===== config.mk =====
export PLATFORM = sky130hd
export DESIGN_NAME = glr_arith_unit
export DESIGN_NICKNAME = d
export VERILOG_FILES = /design/src/rtl/core/glr_pkg.sv /design/src/rtl/core/glr_arith_unit.sv
export SDC_FILE = /design/constraint.sdc
export NUM_CORES = 1
export LEC_CHECK = 0
export BUFFER_PORTS_ARGS = -buffer_cell sky130_fd_sc_hd__buf_2
export CAP_MARGIN = 20
export CORE_MARGIN = 2
export CORE_UTILIZATION = 40
export CTS_BUF_LIST = sky130_fd_sc_hd__clkbuf_8
export CTS_CLUSTER_SIZE = 12
export DETAILED_ROUTE_END_ITERATION = 12
export HOLD_SLACK_MARGIN = 0.06
export PLACE_DENSITY_LB_ADDON = 0.15
export SYNTH_ARGS = -nofsm -noshare
export SYNTH_HDL_FRONTEND = slang
export SYNTH_SLANG_ARGS = --single-unit

===== constraint.sdc =====
create_clock -name i_clk -period 4.8 [get_ports i_clk]
set_clock_uncertainty 0.05 [all_clocks]
set_input_delay 0.48 -clock i_clk [delete_from_list [all_inputs] [get_ports i_clk]]
set_output_delay 0.48 -clock i_clk [all_outputs]
set_load 0.05 [all_outputs]

===== src/rtl/core/glr_pkg.sv =====
`default_nettype none

package glr_pkg;

    localparam int VALUE_BITS_DEF = 32;
    localparam int OPERAND_W      = 32;
    localparam int RESULT_W       = 32;

    typedef enum logic [1:0] {
        ST_OK  = 2'd0,
        ST_NEG = 2'd1,
        ST_OVF = 2'd2
    } t_status;

    // input request: one list element
    typedef struct packed {
        logic                        opcode;
        logic signed [OPERAND_W-1:0] operand;
        logic                        last_element;
    } t_req;

    typedef struct packed {
        logic [RESULT_W-1:0] reduced_value;
        t_status             status;
    } t_rsp;

    // shared arithmetic unit operations
    typedef enum logic {
        AU_GCD = 1'b0,
        AU_DIV = 1'b1
    } t_au_op;

    typedef struct packed {
        logic   start;
        t_au_op op;
    } t_au_ctl;

endpackage

`default_nettype wire


===== src/rtl/core/glr_arith_unit.sv =====
`default_nettype none

// iterative unit: binary gcd (compare, subtract, shift) or restoring division
module glr_arith_unit #(
    parameter int W = glr_pkg::VALUE_BITS_DEF
) (
    input  wire logic            i_clk,
    input  wire logic            i_rst_n,
    input  wire glr_pkg::t_au_ctl i_ctl,
    input  wire logic [W-1:0]    i_a,
    input  wire logic [W-1:0]    i_b,
    output logic                 o_done,
    output logic [W-1:0]         o_result
);

    localparam int KW = $clog2(W + 1);

    typedef enum logic [1:0] {
        U_IDLE,
        U_GCD,
        U_SHL,
        U_DIV
    } t_state;

    t_state        r_state;
    logic [W-1:0]  r_a;
    logic [W-1:0]  r_b;
    logic [W-1:0]  r_rem;
    logic [KW-1:0] r_k;
    logic          r_done;

    logic [W:0]    w_rem_sh;
    logic [W:0]    w_dif;
    logic          w_ge;
    logic          n_done;

    // one restoring division step
    assign w_rem_sh = {r_rem, r_a[W-1]};
    assign w_ge     = w_rem_sh >= {1'b0, r_b};
    assign w_dif    = w_rem_sh - {1'b0, r_b};

    // done pulse: gcd with a zero operand, odd operands equal with no shift left,
    // or the last shift / division step
    assign n_done = (r_state == U_IDLE && i_ctl.start && i_ctl.op == glr_pkg::AU_GCD &&
                     (i_a == '0 || i_b == '0)) ||
                    (r_state == U_GCD && r_a[0] && r_b[0] && r_a == r_b && r_k == '0) ||
                    ((r_state == U_SHL || r_state == U_DIV) && r_k == KW'(1));

    always_ff @(posedge i_clk) begin
        if (!i_rst_n) begin
            r_state <= U_IDLE;
            r_done  <= 1'b0;
        end else begin
            r_done <= n_done;
            case (r_state)
                U_IDLE: begin
                    if (i_ctl.start) begin
                        r_b   <= i_b;
                        r_rem <= '0;
                        if (i_ctl.op == glr_pkg::AU_DIV) begin
                            r_a     <= i_a;
                            r_k     <= KW'(W);
                            r_state <= U_DIV;
                        end else if (i_a == '0) begin
                            r_a <= i_b;
                            r_k <= '0;
                        end else if (i_b == '0) begin
                            r_a <= i_a;
                            r_k <= '0;
                        end else begin
                            r_a     <= i_a;
                            r_k     <= '0;
                            r_state <= U_GCD;
                        end
                    end
                end
                U_GCD: begin
                    if (!r_a[0] && !r_b[0]) begin
                        r_a <= r_a >> 1;
                        r_b <= r_b >> 1;
                        r_k <= r_k + 1'b1;
                    end else if (!r_a[0]) begin
                        r_a <= r_a >> 1;
                    end else if (!r_b[0]) begin
                        r_b <= r_b >> 1;
                    end else if (r_a == r_b) begin
                        if (r_k == '0) begin
                            r_state <= U_IDLE;
                        end else begin
                            r_state <= U_SHL;
                        end
                    end else if (r_a > r_b) begin
                        r_a <= r_a - r_b;
                    end else begin
                        r_b <= r_b - r_a;
                    end
                end
                U_SHL: begin
                    // restore the common power of two
                    r_a <= r_a << 1;
                    r_k <= r_k - 1'b1;
                    if (r_k == KW'(1)) begin
                        r_state <= U_IDLE;
                    end
                end
                U_DIV: begin
                    r_rem <= w_ge ? w_dif[W-1:0] : w_rem_sh[W-1:0];
                    r_a   <= {r_a[W-2:0], w_ge};
                    r_k   <= r_k - 1'b1;
                    if (r_k == KW'(1)) begin
                        r_state <= U_IDLE;
                    end
                end
                default: r_state <= U_IDLE;
            endcase
        end
    end

    assign o_done   = r_done;
    assign o_result = r_a;

endmodule

`default_nettype wire

After elaboration in Yosys (flattened, before gate mapping)
Cells that the tools add are included.
{"block": "totals", "reg_bits": 105, "inputBits": 68, "out_inout_bits": 33, "wordCells": 99}
{"block": "classes", "add_sub_neg": 5, "n_lt_le_gt_ge": 2, "eq_ne": 20, "n_mux": 34, "bitwise": 1, "reduce_logical": 29}
{"cell": "$mux W32", "count": 16}
{"cell": "$pmux W32 S2", "count": 2}
{"cell": "$pmux W32 S4", "count": 1}
{"cell": "$sub A32 B32 Y32", "count": 3}
{"cell": "$logic_not A32 Y1", "count": 2}
{"cell": "$ge A33 B32 Y1", "count": 1}
{"cell": "$eq A32 B32 Y1", "count": 1}
{"cell": "$gt A32 B32 Y1", "count": 1}
{"cell": "$mux W2", "count": 10}
{"cell": "$mux W6", "count": 3}
{"cell": "$pmux W6 S3", "count": 1}
{"cell": "$ne A4 B3 Y1 const B", "count": 3}
{"cell": "$logic_and A1 B1 Y1", "count": 9}
{"cell": "$ne A2 B2 Y1 const B", "count": 4}
{"cell": "$reduce_and A8 Y1", "count": 1}
{"cell": "$add A6 B1 Y6 const B", "count": 1}
{"cell": "$eq A6 B1 Y1 const B", "count": 1}
{"cell": "$logic_not A6 Y1", "count": 1}
{"cell": "$ne A2 B1 Y1 const B", "count": 3}
{"cell": "$ne A3 B3 Y1 const B", "count": 2}
{"cell": "$pmux W2 S3", "count": 1}
{"cell": "$reduce_and A3 Y1", "count": 2}
{"cell": "$reduce_and A6 Y1", "count": 1}
{"cell": "$sub A6 B1 Y6 const B", "count": 1}
{"cell": "14 further kinds", "count": 20}

Longest topological paths before layout
Gate-level depths: netlist (run 1).
{"block": "depth", "word_depth": 7, "ltp_mapped": 13, "mapped_depth_nobuf": 12}

Worst setup path before layout (run 1)
No wires, ideal clock.
{"block": "synth_timing", "path_kind": "register -> register", "from": "register r_a[0] (netlist: o_result[0])", "to": "register r_a[10] (netlist: o_result[10]), enable pin", "setup_time_ps": 430, "arrival_time_ps": 4030, "required_time_ps": 4320, "slack_ps": 291, "stages_incl_launch_ff": 12, "n_path_buf": 0, "period_less_slack_ps": 4509, "path_cell_list": "edfxtp_1 inv_1 ha_1 inv_1 fa_1 a211oi_1 o211ai_1 a31oi_1 a31o_1 a21bo_1 a21o_2 a21oi_1"}
{"block": "synth_between", "elab_chain_cells": 4, "word_cells_on_any_way": 8, "cone_classes": "order compare (1); eq/ne (4); reduce/logical (3)"}
{"element": "start: declaration", "line": "glr_arith_unit.sv:26", "source": "logic [W-1:0] r_a;"}
{"element": "start signal: assignment", "line": "glr_arith_unit.sv:61", "source": "r_a <= i_a;"}
{"element": "start signal: assignment", "line": "glr_arith_unit.sv:65", "source": "r_a <= i_b;"}
{"element": "start signal: assignment", "line": "glr_arith_unit.sv:68", "source": "r_a <= i_a;"}
{"element": "parallel branches: the longest is 3 deep, another holds $gt A32 B32 Y1"}
{"element": "$reduce_and A5 Y1 (no source line) *"}
Mark *: on every way between the ends.
A chain may end at the register's enable or synchronous reset.

Final worst setup path (run 1)
{"block": "layout_timing", "from": "register r_a[0] (netlist: o_result[0])", "to": "register r_b[18], data pin"}
{"block": "layout_between", "elab_chain_cells": 7, "word_cells_on_any_way": 9, "cone_classes": "add/sub (1); mux (6); reduce/logical (2)"}
{"element": "$sub A32 B32 Y32", "line": "glr_arith_unit.sv:95", "source": "r_b <= r_b - r_a;"}
{"element": "$mux W32", "line": "glr_arith_unit.sv:92", "source": "end else if (r_a > r_b) begin"}
{"element": "$mux W32", "line": "glr_arith_unit.sv:86", "source": "end else if (r_a == r_b) begin"}
{"element": "$mux W32", "line": "glr_arith_unit.sv:84", "source": "end else if (!r_b[0]) begin"}
{"element": "$mux W32", "line": "glr_arith_unit.sv:82", "source": "end else if (!r_a[0]) begin"}
{"element": "$mux W32 *", "line": "glr_arith_unit.sv:78", "source": "if (!r_a[0] && !r_b[0]) begin"}
{"element": "$pmux W32 S2 *", "line": "glr_arith_unit.sv:55", "source": "case (r_state)"}
{"element": "end signal: assignment", "line": "glr_arith_unit.sv:58", "source": "r_b <= i_b;"}
{"element": "end signal: assignment", "line": "glr_arith_unit.sv:80", "source": "r_b <= r_b >> 1;"}
{"element": "end signal: assignment", "line": "glr_arith_unit.sv:85", "source": "r_b <= r_b >> 1;"}
{"element": "end: declaration", "line": "glr_arith_unit.sv:27", "source": "logic [W-1:0] r_b;"}
Mark *: on every way between the ends. The rest lies on a longest branch, timed or not. The select of a mux whose other input is x is not followed.

==> metrics.md, run 1 <==
| Metric | Value |
|---|---|
| # hold bufs at CTS | `0` |
| Share of cells above drive strength 1 | `0.142` |
| Setup tns final | `0 ns` |
| Status | `finished, final reports clean` |
| Area Overhead vs Synth | `6.37%` |
| Share of power burned in registers | `0.193` |
| Hold Vio Cnt, Final | `0` |
| Worst path slowest cell | `nor2_4` |
| Async set-or-reset flop fraction in the synthesized netlist | `0` |
| Initial core utilization | `0.405` |
| Setup Fix Bufs, Post-CTS | `0` |
| Total track usage | `0.281` |
| Clock-pin transition on the worst setup and hold timing paths | `0.11 ns` |
| Combinational Power Share | `0.742` |
| RSZ-0062 raised after global routing | `false` |
| Clk buf depth | `2` |
| Number of enable flip-flop cells after synthesis | `102` |
| Net switching power | `5.18 mW` |
| Leading post-synthesis cells by instance count | `nor2_1, a21oi_1, edfxtp_1` |
| Req. time, crit path | `5.00 ns` |
| Drt pass-1 iters | `5` |
| Worst rel slew slack | `0.262` |
| Netlist cell types | `87` |
| Most frequent CP cell | `inv_1` |
| Sw Share | `0.565` |
| Crit. End Element | `flip-flop` |
| Power Dens Cells | `746 nW/µm²` |
| Final max-slew violation count | `0` |
| FP Rows | `62` |
| CTS H-tree depth | `3` |
| Synth Area per Inst | `8.58 µm²` |
| WL/cell | `24.1 µm` |
| Port bufs | `100` |
| Clk pwr share | `0.065` |
| Overflow after GRT | `0` |
| Max VDD drop | `0.348 mV` |
| Pre-CTS setup slack | `0.903 ns` |
| Min Clock Period, post-route | `4.03 ns` |
| Clock root buffer | `clkbuf_8` |
| PnR worst setup slack | `0.767 ns` |
| Max-Cap Viols | `0` |
| DRC errors left | `0` |
| Critical path type | `flip-flop to flip-flop` |
| Top achievable clock speed | `248 MHz` |
| Post-synthesis cell area | `11600 µm²` |
| Syn_nets | `1519` |
| Max incr delay on CP | `0.71 ns` |
| Syn Inst Count | `1347` |
| Width of the die | `174 µm` |
| Int Pwr | `3.99 mW` |
| Sequential area share after synthesis | `0.270` |
| Top cell type's share of synthesized area | `0.265` |
| Antenna cell count | `0` |
| CTS sink cnt | `105` |
| Dominant cell type by area after synthesis | `edfxtp_1` |
| Hold Crit Class | `input pin to flip-flop` |
| CP Launch Type | `flip-flop` |
| Worst-Skew Late Latency | `0.42 ns` |
| DRT Wirelength | `43100 µm` |
| Die H | `174 µm` |
| First-pass GRT wire length | `64500 µm` |
| Final setup viols | `0` |
| Design area | `12300 µm²` |
| DR iter-0 viols | `1092` |
| Vias per std cell | `6.16` |
| Number of global-route vias before repair | `10300` |
| Final nets | `1573` |
| Worst Path Max Fanout | `27` |
| DP HPWL | `33700 µm` |
| Worst-Margin Slew | `1.11 ns` |
| Synth Warn # | `0` |
| CTS tree | `built` |
| Initial antenna violation count | `1` |
| Die Area | `30300 µm²` |
| Post-DP Area | `12100 µm²` |
| Routed Antenna Nets | `0` |
| Via Count | `11000` |
| Yosys reg bits | `105` |
| Largest net degree at the start of global routing | `42` |
| Worst-case hold slack | `0.288 ns` |
| Leak Pwr | `4.99 nW` |
| Ports | `101` |
| Final worst path period share | `0.840` |
| GPL Wtd Cong | `0.978` |
| Area contributors post-synth | `edfxtp_1, ha_1, a21oi_1` |
| TritonCTS Buffers | `9` |
| Crit path cell chain | `inv_1 > ha_1 > inv_1 > fa_1 > a211oi_1 > o211ai_1 > a31oi_1 > and3_2 > a21oi_2 > nor2_4 > a32oi_1 > o21ai_0` |
| Synth Flop Type | `edfxtp_1` |
| Post-cts sizing count | `0` |
| Most frequent cell after synthesis | `nor2_1` |
| Critical Path AT | `4.23 ns` |
| Placeable Area | `28500 µm²` |
state kept, by name (all words and copies together) (netlist names):
register	cells
o_done	1
r_state	2
r_rem	32
r_b	32
o_result	32
r_k	6
cell families after synthesis:
group           share of synthesized area
fa+ha+maj                           0.114
compound gates                      0.293
mux                                0.0174
flops                               0.270
simple gates                        0.165
buf+inv                            0.0809
xor+xnor                           0.0591
worst max-delay path, delay by kind of cell, from the launching register on:
| kind | cells | cell delay [ns] |
|---|---|---|
| adder cells (fa/ha/maj) | 2 | 0.62 |
| AO/OA/AOI/OAI | 6 | 1.50 |
| AND/OR/NAND/NOR | 2 | 0.94 |
| buffers and inverters | 2 | 0.25 |
| flip-flops | 1 | 0.51 |
through the flow:
stage,total power [mW],util,cells
6_report,9.18,0.431,1790
5_1_grt,9.80,0.431,1790
4_1_cts,9.08,0.431,1790
3_5_place_dp,8.45,0.424,1774
3_3_place_gp,8.46,0.424,1774
2_1_floorplan,6.81,-,1347
cell type report:
| cell class | instances | area [µm²] |
|---|---|---|
| clock buffer | 9 | 124 |
| clock inverter | 7 | 63.8 |
| fill | 2941 | 16200 |
| inverter | 87 | 327 |
| multi-input combinational | 1078 | 7530 |
| sequential | 105 | 3120 |
| tap | 384 | 480 |
| timing repair buffer | 120 | 651 |
power groups by stage:
| stage | registers, mW | clock network (mW) | logic, mW |
|---|---|---|---|
| 4_1_cts | 1.77 | 0.614 | 6.70 |
| 6_report | 1.77 | 0.599 | 6.81 |
| 3_5_place_dp | 1.78 | 0 | 6.67 |
| 3_3_place_gp | 1.77 | 0 | 6.68 |
| 5_1_grt | 1.81 | 0.641 | 7.35 |
| 2_1_floorplan | 1.98 | 0 | 4.83 |
per-layer routing:
metal  vias up  routed length (µm)  track usage
li1       5163                   -            -
met1      5294               19000        0.386
met2       488               19200        0.436
met3        76                3040       0.0435
met4         2                1790        0.122
met5         -                   8            0
layout by cell type, fill, tap and decap left out, types with 18 or more instances in the layout:
master and count:
nor3_1 31, nor2_1 145, nand2_1 87, xor2_1 34, buf_2 100, xnor2_1 44, edfxtp_1 102, ha_1 101
buf_4 20, nand3_1 22, o21ai_0 74, inv_1 88, mux2i_1 19, a22oi_1 33, nor4_1 22, nand4_1 24
o21bai_1 18, a21oi_1 141, o221ai_2 30, a21o_1 43, a221oi_1 21
worst paths after layout:
kind	slack, ns	endpoint	depth (start not counted)	startpoint
worst max-delay path	0.77	r_b[18]$_DFFE_PP_	12	o_result[0]$_DFFE_PP_
worst min-delay path	0.29	r_state[0]$_SDFFE_PN0P_	3	i_rst_n
worst max register to register	0.77	r_b[18]$_DFFE_PP_	12	o_result[0]$_DFFE_PP_
worst min register to register	0.51	r_rem[28]$_SDFFCE_PN0P_	1	r_rem[27]$_SDFFCE_PN0P_
Power figures use the tool's default switching activity.
==> run 2: changes to the inputs <==
==> constraint.sdc (replaced) <==
create_clock -name i_clk -period 3.4 [get_ports i_clk]
set_clock_uncertainty 0.05 [all_clocks]
set_input_delay 0.34 -clock i_clk [delete_from_list [all_inputs] [get_ports i_clk]]
set_output_delay 0.34 -clock i_clk [all_outputs]
set_load 0.05 [all_outputs]
==> run 2 against run 1 <==
Against the previous run:
- register-to-register slack got worse by 0.71 ns
- combinational power up 56%
- critical endpoint is now o_result[31]$_DFFE_PP_
- non-clock buffer count is 92 higher
==> metrics.md, run 2 (synthesis results as in run 1) <==
| Metric | Value |
|---|---|
| Status | `finished, final reports clean` |
| Combinational Power Share | `0.766 (+0.024)` |
| Clock root buffer | `clkbuf_8` |
| Die Area | `30300 µm² (unchanged)` |
| Pre-CTS setup slack | `-0.217 ns (-1.12 ns)` |
| Top achievable clock speed | `299 MHz (+21%)` |
| Area Overhead vs Synth | `13.9%` |
| FP Rows | `62 (unchanged)` |
| Power Dens Cells | `1050 nW/µm² (+41%)` |
| PnR worst setup slack | `0.0585 ns (-0.708 ns)` |
| Drt pass-1 iters | `6 (+1)` |
| Non-Filler Instances | `1883 (+5.2%)` |
| Critical R2R Capture | `o_result[31]$_DFFE_PP_` |
| TritonCTS Buffers | `9 (unchanged)` |
| CP Launch Type | `flip-flop` |
| Net switching power | `7.55 mW (+46%)` |
| Commonest cells after routing, fill and taps aside | `nor2_1, a21oi_1, buf_4` |
| DRC errors left | `0 (unchanged)` |
| CTS tree | `built` |
| Hold Vio Cnt, Final | `0 (unchanged)` |
| CTS sink cnt | `105 (unchanged)` |
| DRT Wirelength | `43900 µm (+2.0%)` |
| DP HPWL | `34700 µm (+3.2%)` |
| Max-Cap Viols | `0 (unchanged)` |
| Share of power burned in registers | `0.171 (-0.022)` |
| Worst-Skew Late Latency | `0.42 ns (about the same)` |
| R2r worst-path depth | `11 (-1)` |
| Width of the die | `174 µm (unchanged)` |
| Largest net degree at the start of global routing | `42 (unchanged)` |
| Antenna cell count | `0 (unchanged)` |
| Worst-Margin Slew | `0.772 ns (-0.336 ns)` |
| Ports | `101 (unchanged)` |
| Final nets | `1666 (+5.9%)` |
| Leak Pwr | `5.47 nW (+9.5%)` |
| Worst setup path startpoint | `r_b[5]$_DFFE_PP_` |
| WL met1 | `19900 µm (+4.3%)` |
| Number of global-route vias before repair | `10700 (+3.9%)` |
| Routed Antenna Nets | `0 (unchanged)` |
| Clk buf depth | `2 (unchanged)` |
| Clk pwr share | `0.063 (-0.002)` |
| DR iter-0 viols | `994 (-9.0%)` |
| Crit. End Element | `flip-flop` |
| Reg-to-reg startpoint | `r_b[5]$_DFFE_PP_` |
| Max VDD drop | `0.442 mV (+27%)` |
| Final max-slew violation count | `0 (unchanged)` |
| Initial antenna violation count | `1 (unchanged)` |
| Hold Crit Class | `input pin to flip-flop` |
| Critical path type | `flip-flop to flip-flop` |
| Vias per std cell | `6.01 (-2.4%)` |
| Die H | `174 µm (unchanged)` |
| Met3 routed WL | `2680 µm (-12%)` |
| Commonest non-fill, non-tap cell in the layout | `nor2_1` |
| Min Clock Period, post-route | `3.34 ns (-0.692 ns)` |
| Via Count | `11300 (+2.7%)` |
| First-pass GRT wire length | `65800 µm (+2.0%)` |
| Int Pwr | `6.28 mW (+57%)` |
| Top Layer Used | `met5` |
| GPL Wtd Cong | `1.05 (+7.2%)` |
| Worst rel slew slack | `0.481 (+0.219)` |
| Clock-pin transition on the worst setup and hold timing paths | `0.14 ns (+0.03 ns)` |
| Total power | `13.8 mW (+51%)` |
| Initial core utilization | `0.405 (unchanged)` |
| Final core occ | `0.462 (+0.0306)` |
| Placeable Area | `28500 µm² (unchanged)` |
| WL/cell | `23.3 µm (-3.0%)` |
| Design area | `13200 µm² (+7.1%)` |
| CTS H-tree depth | `3 (unchanged)` |
| Final worst path period share | `0.983 (+0.143)` |
| Port bufs | `100 (unchanged)` |
| Final setup viols | `0 (unchanged)` |
| Worst-case hold slack | `0.128 ns (-0.160 ns)` |
| Share of cells above drive strength 1 | `0.210 (+0.0686)` |
| Met2 routed wirelength | `18800 µm (-1.8%)` |
| Critical Path AT | `3.45 ns (-0.78 ns)` |
| Placed cells | `1863 (+5.0%)` |
| Sw Share | `0.546 (-0.0192)` |
| Total track usage | `0.286 (+0.00541)` |
| Crit path capture | `o_result[31]$_DFFE_PP_` |
| Setup tns final | `0 ns (unchanged)` |
| FF-to-FF setup slack | `0.06 ns (-0.71 ns)` |
| Req. time, crit path | `3.51 ns (-1.49 ns)` |
| Post-DP Area | `12900 µm² (+6.1%)` |
| Worst Path Max Fanout | `5 (-81%)` |
| Overflow after GRT | `0 (unchanged)` |
## run 2: changes by cell type in the layout (fill, tap and decap cells not counted), moves of 3 or more
cell | previous run | this run
buf_4 | 20 | 108
ha_1 | 101 | 96
o21ai_0 | 74 | 69
o21ai_1 | 5 | 10
buf_12 | 0 | 4
ha_2 | 0 | 4
inv_1 | 88 | 84
inv_6 | 0 | 3
inv_8 | 0 | 3
nor3_1 | 31 | 28
nor3_2 | 1 | 4
## run 2: power groups by stage
stage	clock network, mW	logic [mW]	registers [mW]
2_1_floorplan	0	6.86	2.79
4_1_cts	0.885	10.3	2.36
5_1_grt	0.936	11.5	2.40
3_3_place_gp	0	10.2	2.37
6_report	0.877	10.6	2.36
3_5_place_dp	0	10.2	2.38
## run 2: final cells by class
cell class	instances	area (µm²)
fill	2979	15400
inverter	87	327
clock buffer	9	124
multi-input combinational	1079	7660
clock inverter	7	67.6
sequential	105	3120
tap	384	480
timing repair buffer	212	1390
## run 2: critical path, stage by stage, from the launching register on
cell and delay [ns]:
edfxtp_1 0.47, inv_1 0.21, ha_1 0.31, a21oi_1 0.10, o21ai_0 0.43, nor2b_1 0.33
nor4_1 0.14, buf_4 0.18, nor3_2 0.31, o21ai_0 0.22, xnor2_1 0.21, o221ai_2 0.12
## run 2: worst min path at each step
stage                                         end               startpoint  cells after the start
after floorplan           r_state[0]$_SDFFE_PN0P_                  i_rst_n                      2
after detailed placement  r_rem[28]$_SDFFCE_PN0P_  r_rem[27]$_SDFFCE_PN0P_                      1
after CTS                 r_state[0]$_SDFFE_PN0P_                  i_rst_n                      3
after global routing      r_state[0]$_SDFFE_PN0P_                  i_rst_n                      3
after global placement    r_rem[28]$_SDFFCE_PN0P_  r_rem[27]$_SDFFCE_PN0P_                      1
final                     r_state[0]$_SDFFE_PN0P_                  i_rst_n                      3
## run 2: timing repair
action	CTS	global route
cloned	1	0
pin swaps	0	3
setup endpoints to repair	35	70
gates resized for setup	5	21
setup buffers	0	3
hold buffers	0	0
## run 2: routing by layer
| metal | up-vias | track usage |
|---|---|---|
| li1 | 5348 | - |
| met1 | 5399 | 0.395 |
| met2 | 478 | 0.432 |
| met3 | 94 | 0.0392 |
| met4 | 2 | 0.156 |
| met5 | - | 0 |
==> run 3: changes to the inputs <==
==> constraint.sdc (replaced) <==
create_clock -name i_clk -period 3.8 [get_ports i_clk]
set_clock_uncertainty 0.05 [all_clocks]
set_input_delay 0.38 -clock i_clk [delete_from_list [all_inputs] [get_ports i_clk]]
set_output_delay 0.38 -clock i_clk [all_outputs]
set_load 0.05 [all_outputs]
==> run 3 against run 2 <==
Against the previous run:
- hold slack better by 0.042 ns
- combinational power down 15%
- critical path type unchanged
- power down 13%
- design area down 3.2%
- clock power down 3.1%
- cell count down 2.3%
==> metrics.md, run 3 (synthesis results as in run 1) <==
| Metric | Value |
|---|---|
| Status | `finished, final reports clean` |
| Worst-case hold slack | `0.170 ns (+0.0420 ns)` |
| Clock-pin transition on the worst setup and hold timing paths | `0.12 ns (-0.02 ns)` |
| Overflow after GRT | `0 (unchanged)` |
| TritonCTS Buffers | `9 (unchanged)` |
| DR iter-0 viols | `1083 (+9.0%)` |
| # hold bufs at CTS | `0 (unchanged)` |
| RSZ-0062 raised after global routing | `false` |
| CP top delay family | `compound AO/OA/AOI/OAI gates` |
| GR peak layer | `met2` |
| GR Util met2 | `0.436 (+0.00398)` |
| Worst rel slew slack | `0.322 (-0.158)` |
| Port bufs | `100 (unchanged)` |
| Placeable Area | `28500 µm² (unchanged)` |
| Pre-CTS setup slack | `0.204 ns (+0.420 ns)` |
| Final setup viols | `0 (unchanged)` |
| Critical R2R Capture | `r_rem[29]$_SDFFCE_PN0P_` |
| Top achievable clock speed | `279 MHz (-6.8%)` |
| Clock root buffer | `clkbuf_8` |
| Die H | `174 µm (unchanged)` |
| PnR worst setup slack | `0.215 ns (+0.157 ns)` |
| Width of the die | `174 µm (unchanged)` |
| Share of cells above drive strength 1 | `0.170 (-0.0397)` |
| Max-Cap Viols | `0 (unchanged)` |
| Routed Antenna Nets | `0 (unchanged)` |
| Crit path cell chain | `inv_1 > ha_1 > nor2b_1 > o2111a_1 > o2111ai_1 > nand3_2 > o31ai_4 > o31ai_4 > nand2_1 > o22ai_1` |
| Max incr delay on CP | `0.53 ns (+0.06 ns)` |
| CTS H-tree depth | `3 (unchanged)` |
| Critical Path AT | `3.70 ns (+0.25 ns)` |
| Crit path capture | `r_rem[29]$_SDFFCE_PN0P_` |
| Most frequent CP cell | `o31ai_4` |
| Vias per std cell | `6.05 (+0.64%)` |
| WL/cell | `23.5 µm (+0.78%)` |
| Hold Vio Cnt, Final | `0 (unchanged)` |
| Setup tns final | `0 ns (unchanged)` |
| Crit path depth | `10 (-1)` |
| Die Area | `30300 µm² (unchanged)` |
| DP HPWL | `34400 µm (-0.91%)` |
| Hold path startpoint | `i_rst_n` |
| Leak Pwr | `5.25 nW (-4.0%)` |
| Worst-Skew Late Latency | `0.43 ns (about the same)` |
| Number of global-route vias before repair | `10900 (+1.9%)` |
| Largest net degree at the start of global routing | `42 (unchanged)` |
| First-pass GRT wire length | `66200 µm (+0.62%)` |
| Drt pass-1 iters | `6 (unchanged)` |
| Commonest non-fill, non-tap cell in the layout | `nor2_1` |
| FF-to-FF setup slack | `0.22 ns (+0.16 ns)` |
| FP Rows | `62 (unchanged)` |
| CTS sink cnt | `105 (unchanged)` |
| Critical path type | `flip-flop to flip-flop` |
| Antenna cell count | `0 (unchanged)` |
| Worst-Margin Slew | `1.01 ns (+0.235 ns)` |
| Max VDD drop | `0.385 mV (-13%)` |
| CP Launch Type | `flip-flop` |
| Via Count | `11100 (-1.7%)` |
| Min Clock Period, post-route | `3.58 ns (+0.243 ns)` |
| Initial antenna violation count | `3 (+2)` |
| DRT Wirelength | `43200 µm (-1.6%)` |
| Reg-to-reg startpoint | `r_b[1]$_DFFE_PP_` |
| Total track usage | `0.285 (-0.000975)` |
| Power Dens Cells | `944 nW/µm² (-10%)` |
| Initial core utilization | `0.405 (unchanged)` |
| Final worst path period share | `0.943 (-0.0395)` |
| CP bufs+invs | `1 (-1)` |
| Final max-slew violation count | `0 (unchanged)` |
| Ports | `101 (unchanged)` |
| Met3 GRT Util | `0.0440 (+0.00481)` |
| DRC errors left | `0 (unchanged)` |
| Worst setup path startpoint | `r_b[1]$_DFFE_PP_` |
| Commonest cells after routing, fill and taps aside | `nor2_1, a21oi_1, edfxtp_1` |
| R2r worst-path depth | `10 (-1)` |
| Grt met1 use | `0.391 (-0.00364)` |
| Crit. End Element | `flip-flop` |
| CTS tree | `built` |
| Worst path slowest cell | `edfxtp_1` |
| Clk buf depth | `2 (unchanged)` |
| Req. time, crit path | `3.92 ns (+0.41 ns)` |
| Final nets | `1622 (-2.6%)` |
| Hold Crit Class | `input pin to flip-flop` |
| Post-cts sizing count | `0 (-5)` |
| GPL Wtd Cong | `0.958 (-8.6%)` |
| Worst Path Max Fanout | `8 (+3)` |
| Area Overhead vs Synth | `10.3%` |
run 3: cell count changes in the layout (fill, tap and decap cells not counted), sizes merged:
| cell | change |
|---|---|
| inv | -3 |
| buf | -43 |
| clkinv | +1 |
| o31a | -1 |
| bufinv | +2 |
run 3: power breakdown:
group / internal, mW / leakage, nW / switching (mW)
Sequential: 1.82 / 0.997 / 0.350
Clock: 0.372 / 0.109 / 0.478
Combinational: 3.25 / 4.15 / 5.77
Total: 5.44 / 5.25 / 6.60
run 3: tightest hold or removal path, cell delays in order:
cell and delay [ns]:
buf_2 0.13, nand2_1 0.06, a21oi_1 0.03
run 3: worst min-delay path by stage:
stage / endpoint / depth (start not counted)
floorplan: r_state[0]$_SDFFE_PN0P_ / 2
detailed placement: r_rem[28]$_SDFFCE_PN0P_ / 1
finish: r_state[0]$_SDFFE_PN0P_ / 3
global placement: r_rem[28]$_SDFFCE_PN0P_ / 1
global route: r_state[0]$_SDFFE_PN0P_ / 3
CTS: r_state[0]$_SDFFE_PN0P_ / 3
run 3: repair_timing:
item | in CTS | in global routing
buffers inserted | 0 | 0
setup endpoints to repair | 0 | 1
endpoints found under the hold margin | 0 | 0
run 3: metal layers:
| layer | part of all wire | vias to the layer above |
|---|---|---|
| met2 | 0.44 | 426 |
| met5 | 0 | - |
| met4 | 0.051 | 0 |
| li1 | - | 5257 |
| met1 | 0.45 | 5356 |
| met3 | 0.063 | 88 |
run 3: per-stage QoR:
stage | util | area (µm²) | cells | power [mW]
final | 0.447 | 12800 | 1839 | 12.0
after detailed placement | 0.439 | 12500 | 1823 | 11.0
after global routing | 0.447 | 12800 | 1839 | 12.9
after CTS | 0.447 | 12800 | 1839 | 11.9
after global placement | 0.439 | 12500 | 1823 | 11.1
after floorplan | - | 11600 | 1347 | 8.61
run 3: layout make-up:
| class | instances | area (µm²) |
|---|---|---|
| flip-flops and latches | 105 | 3120 |
| multi-input cells | 1078 | 7540 |
| clock inverters | 7 | 92.6 |
| clock buffers | 9 | 124 |
| fillers | 2935 | 15800 |
| well taps | 384 | 480 |
| inverters | 87 | 327 |
| repair buffers | 169 | 1070 |
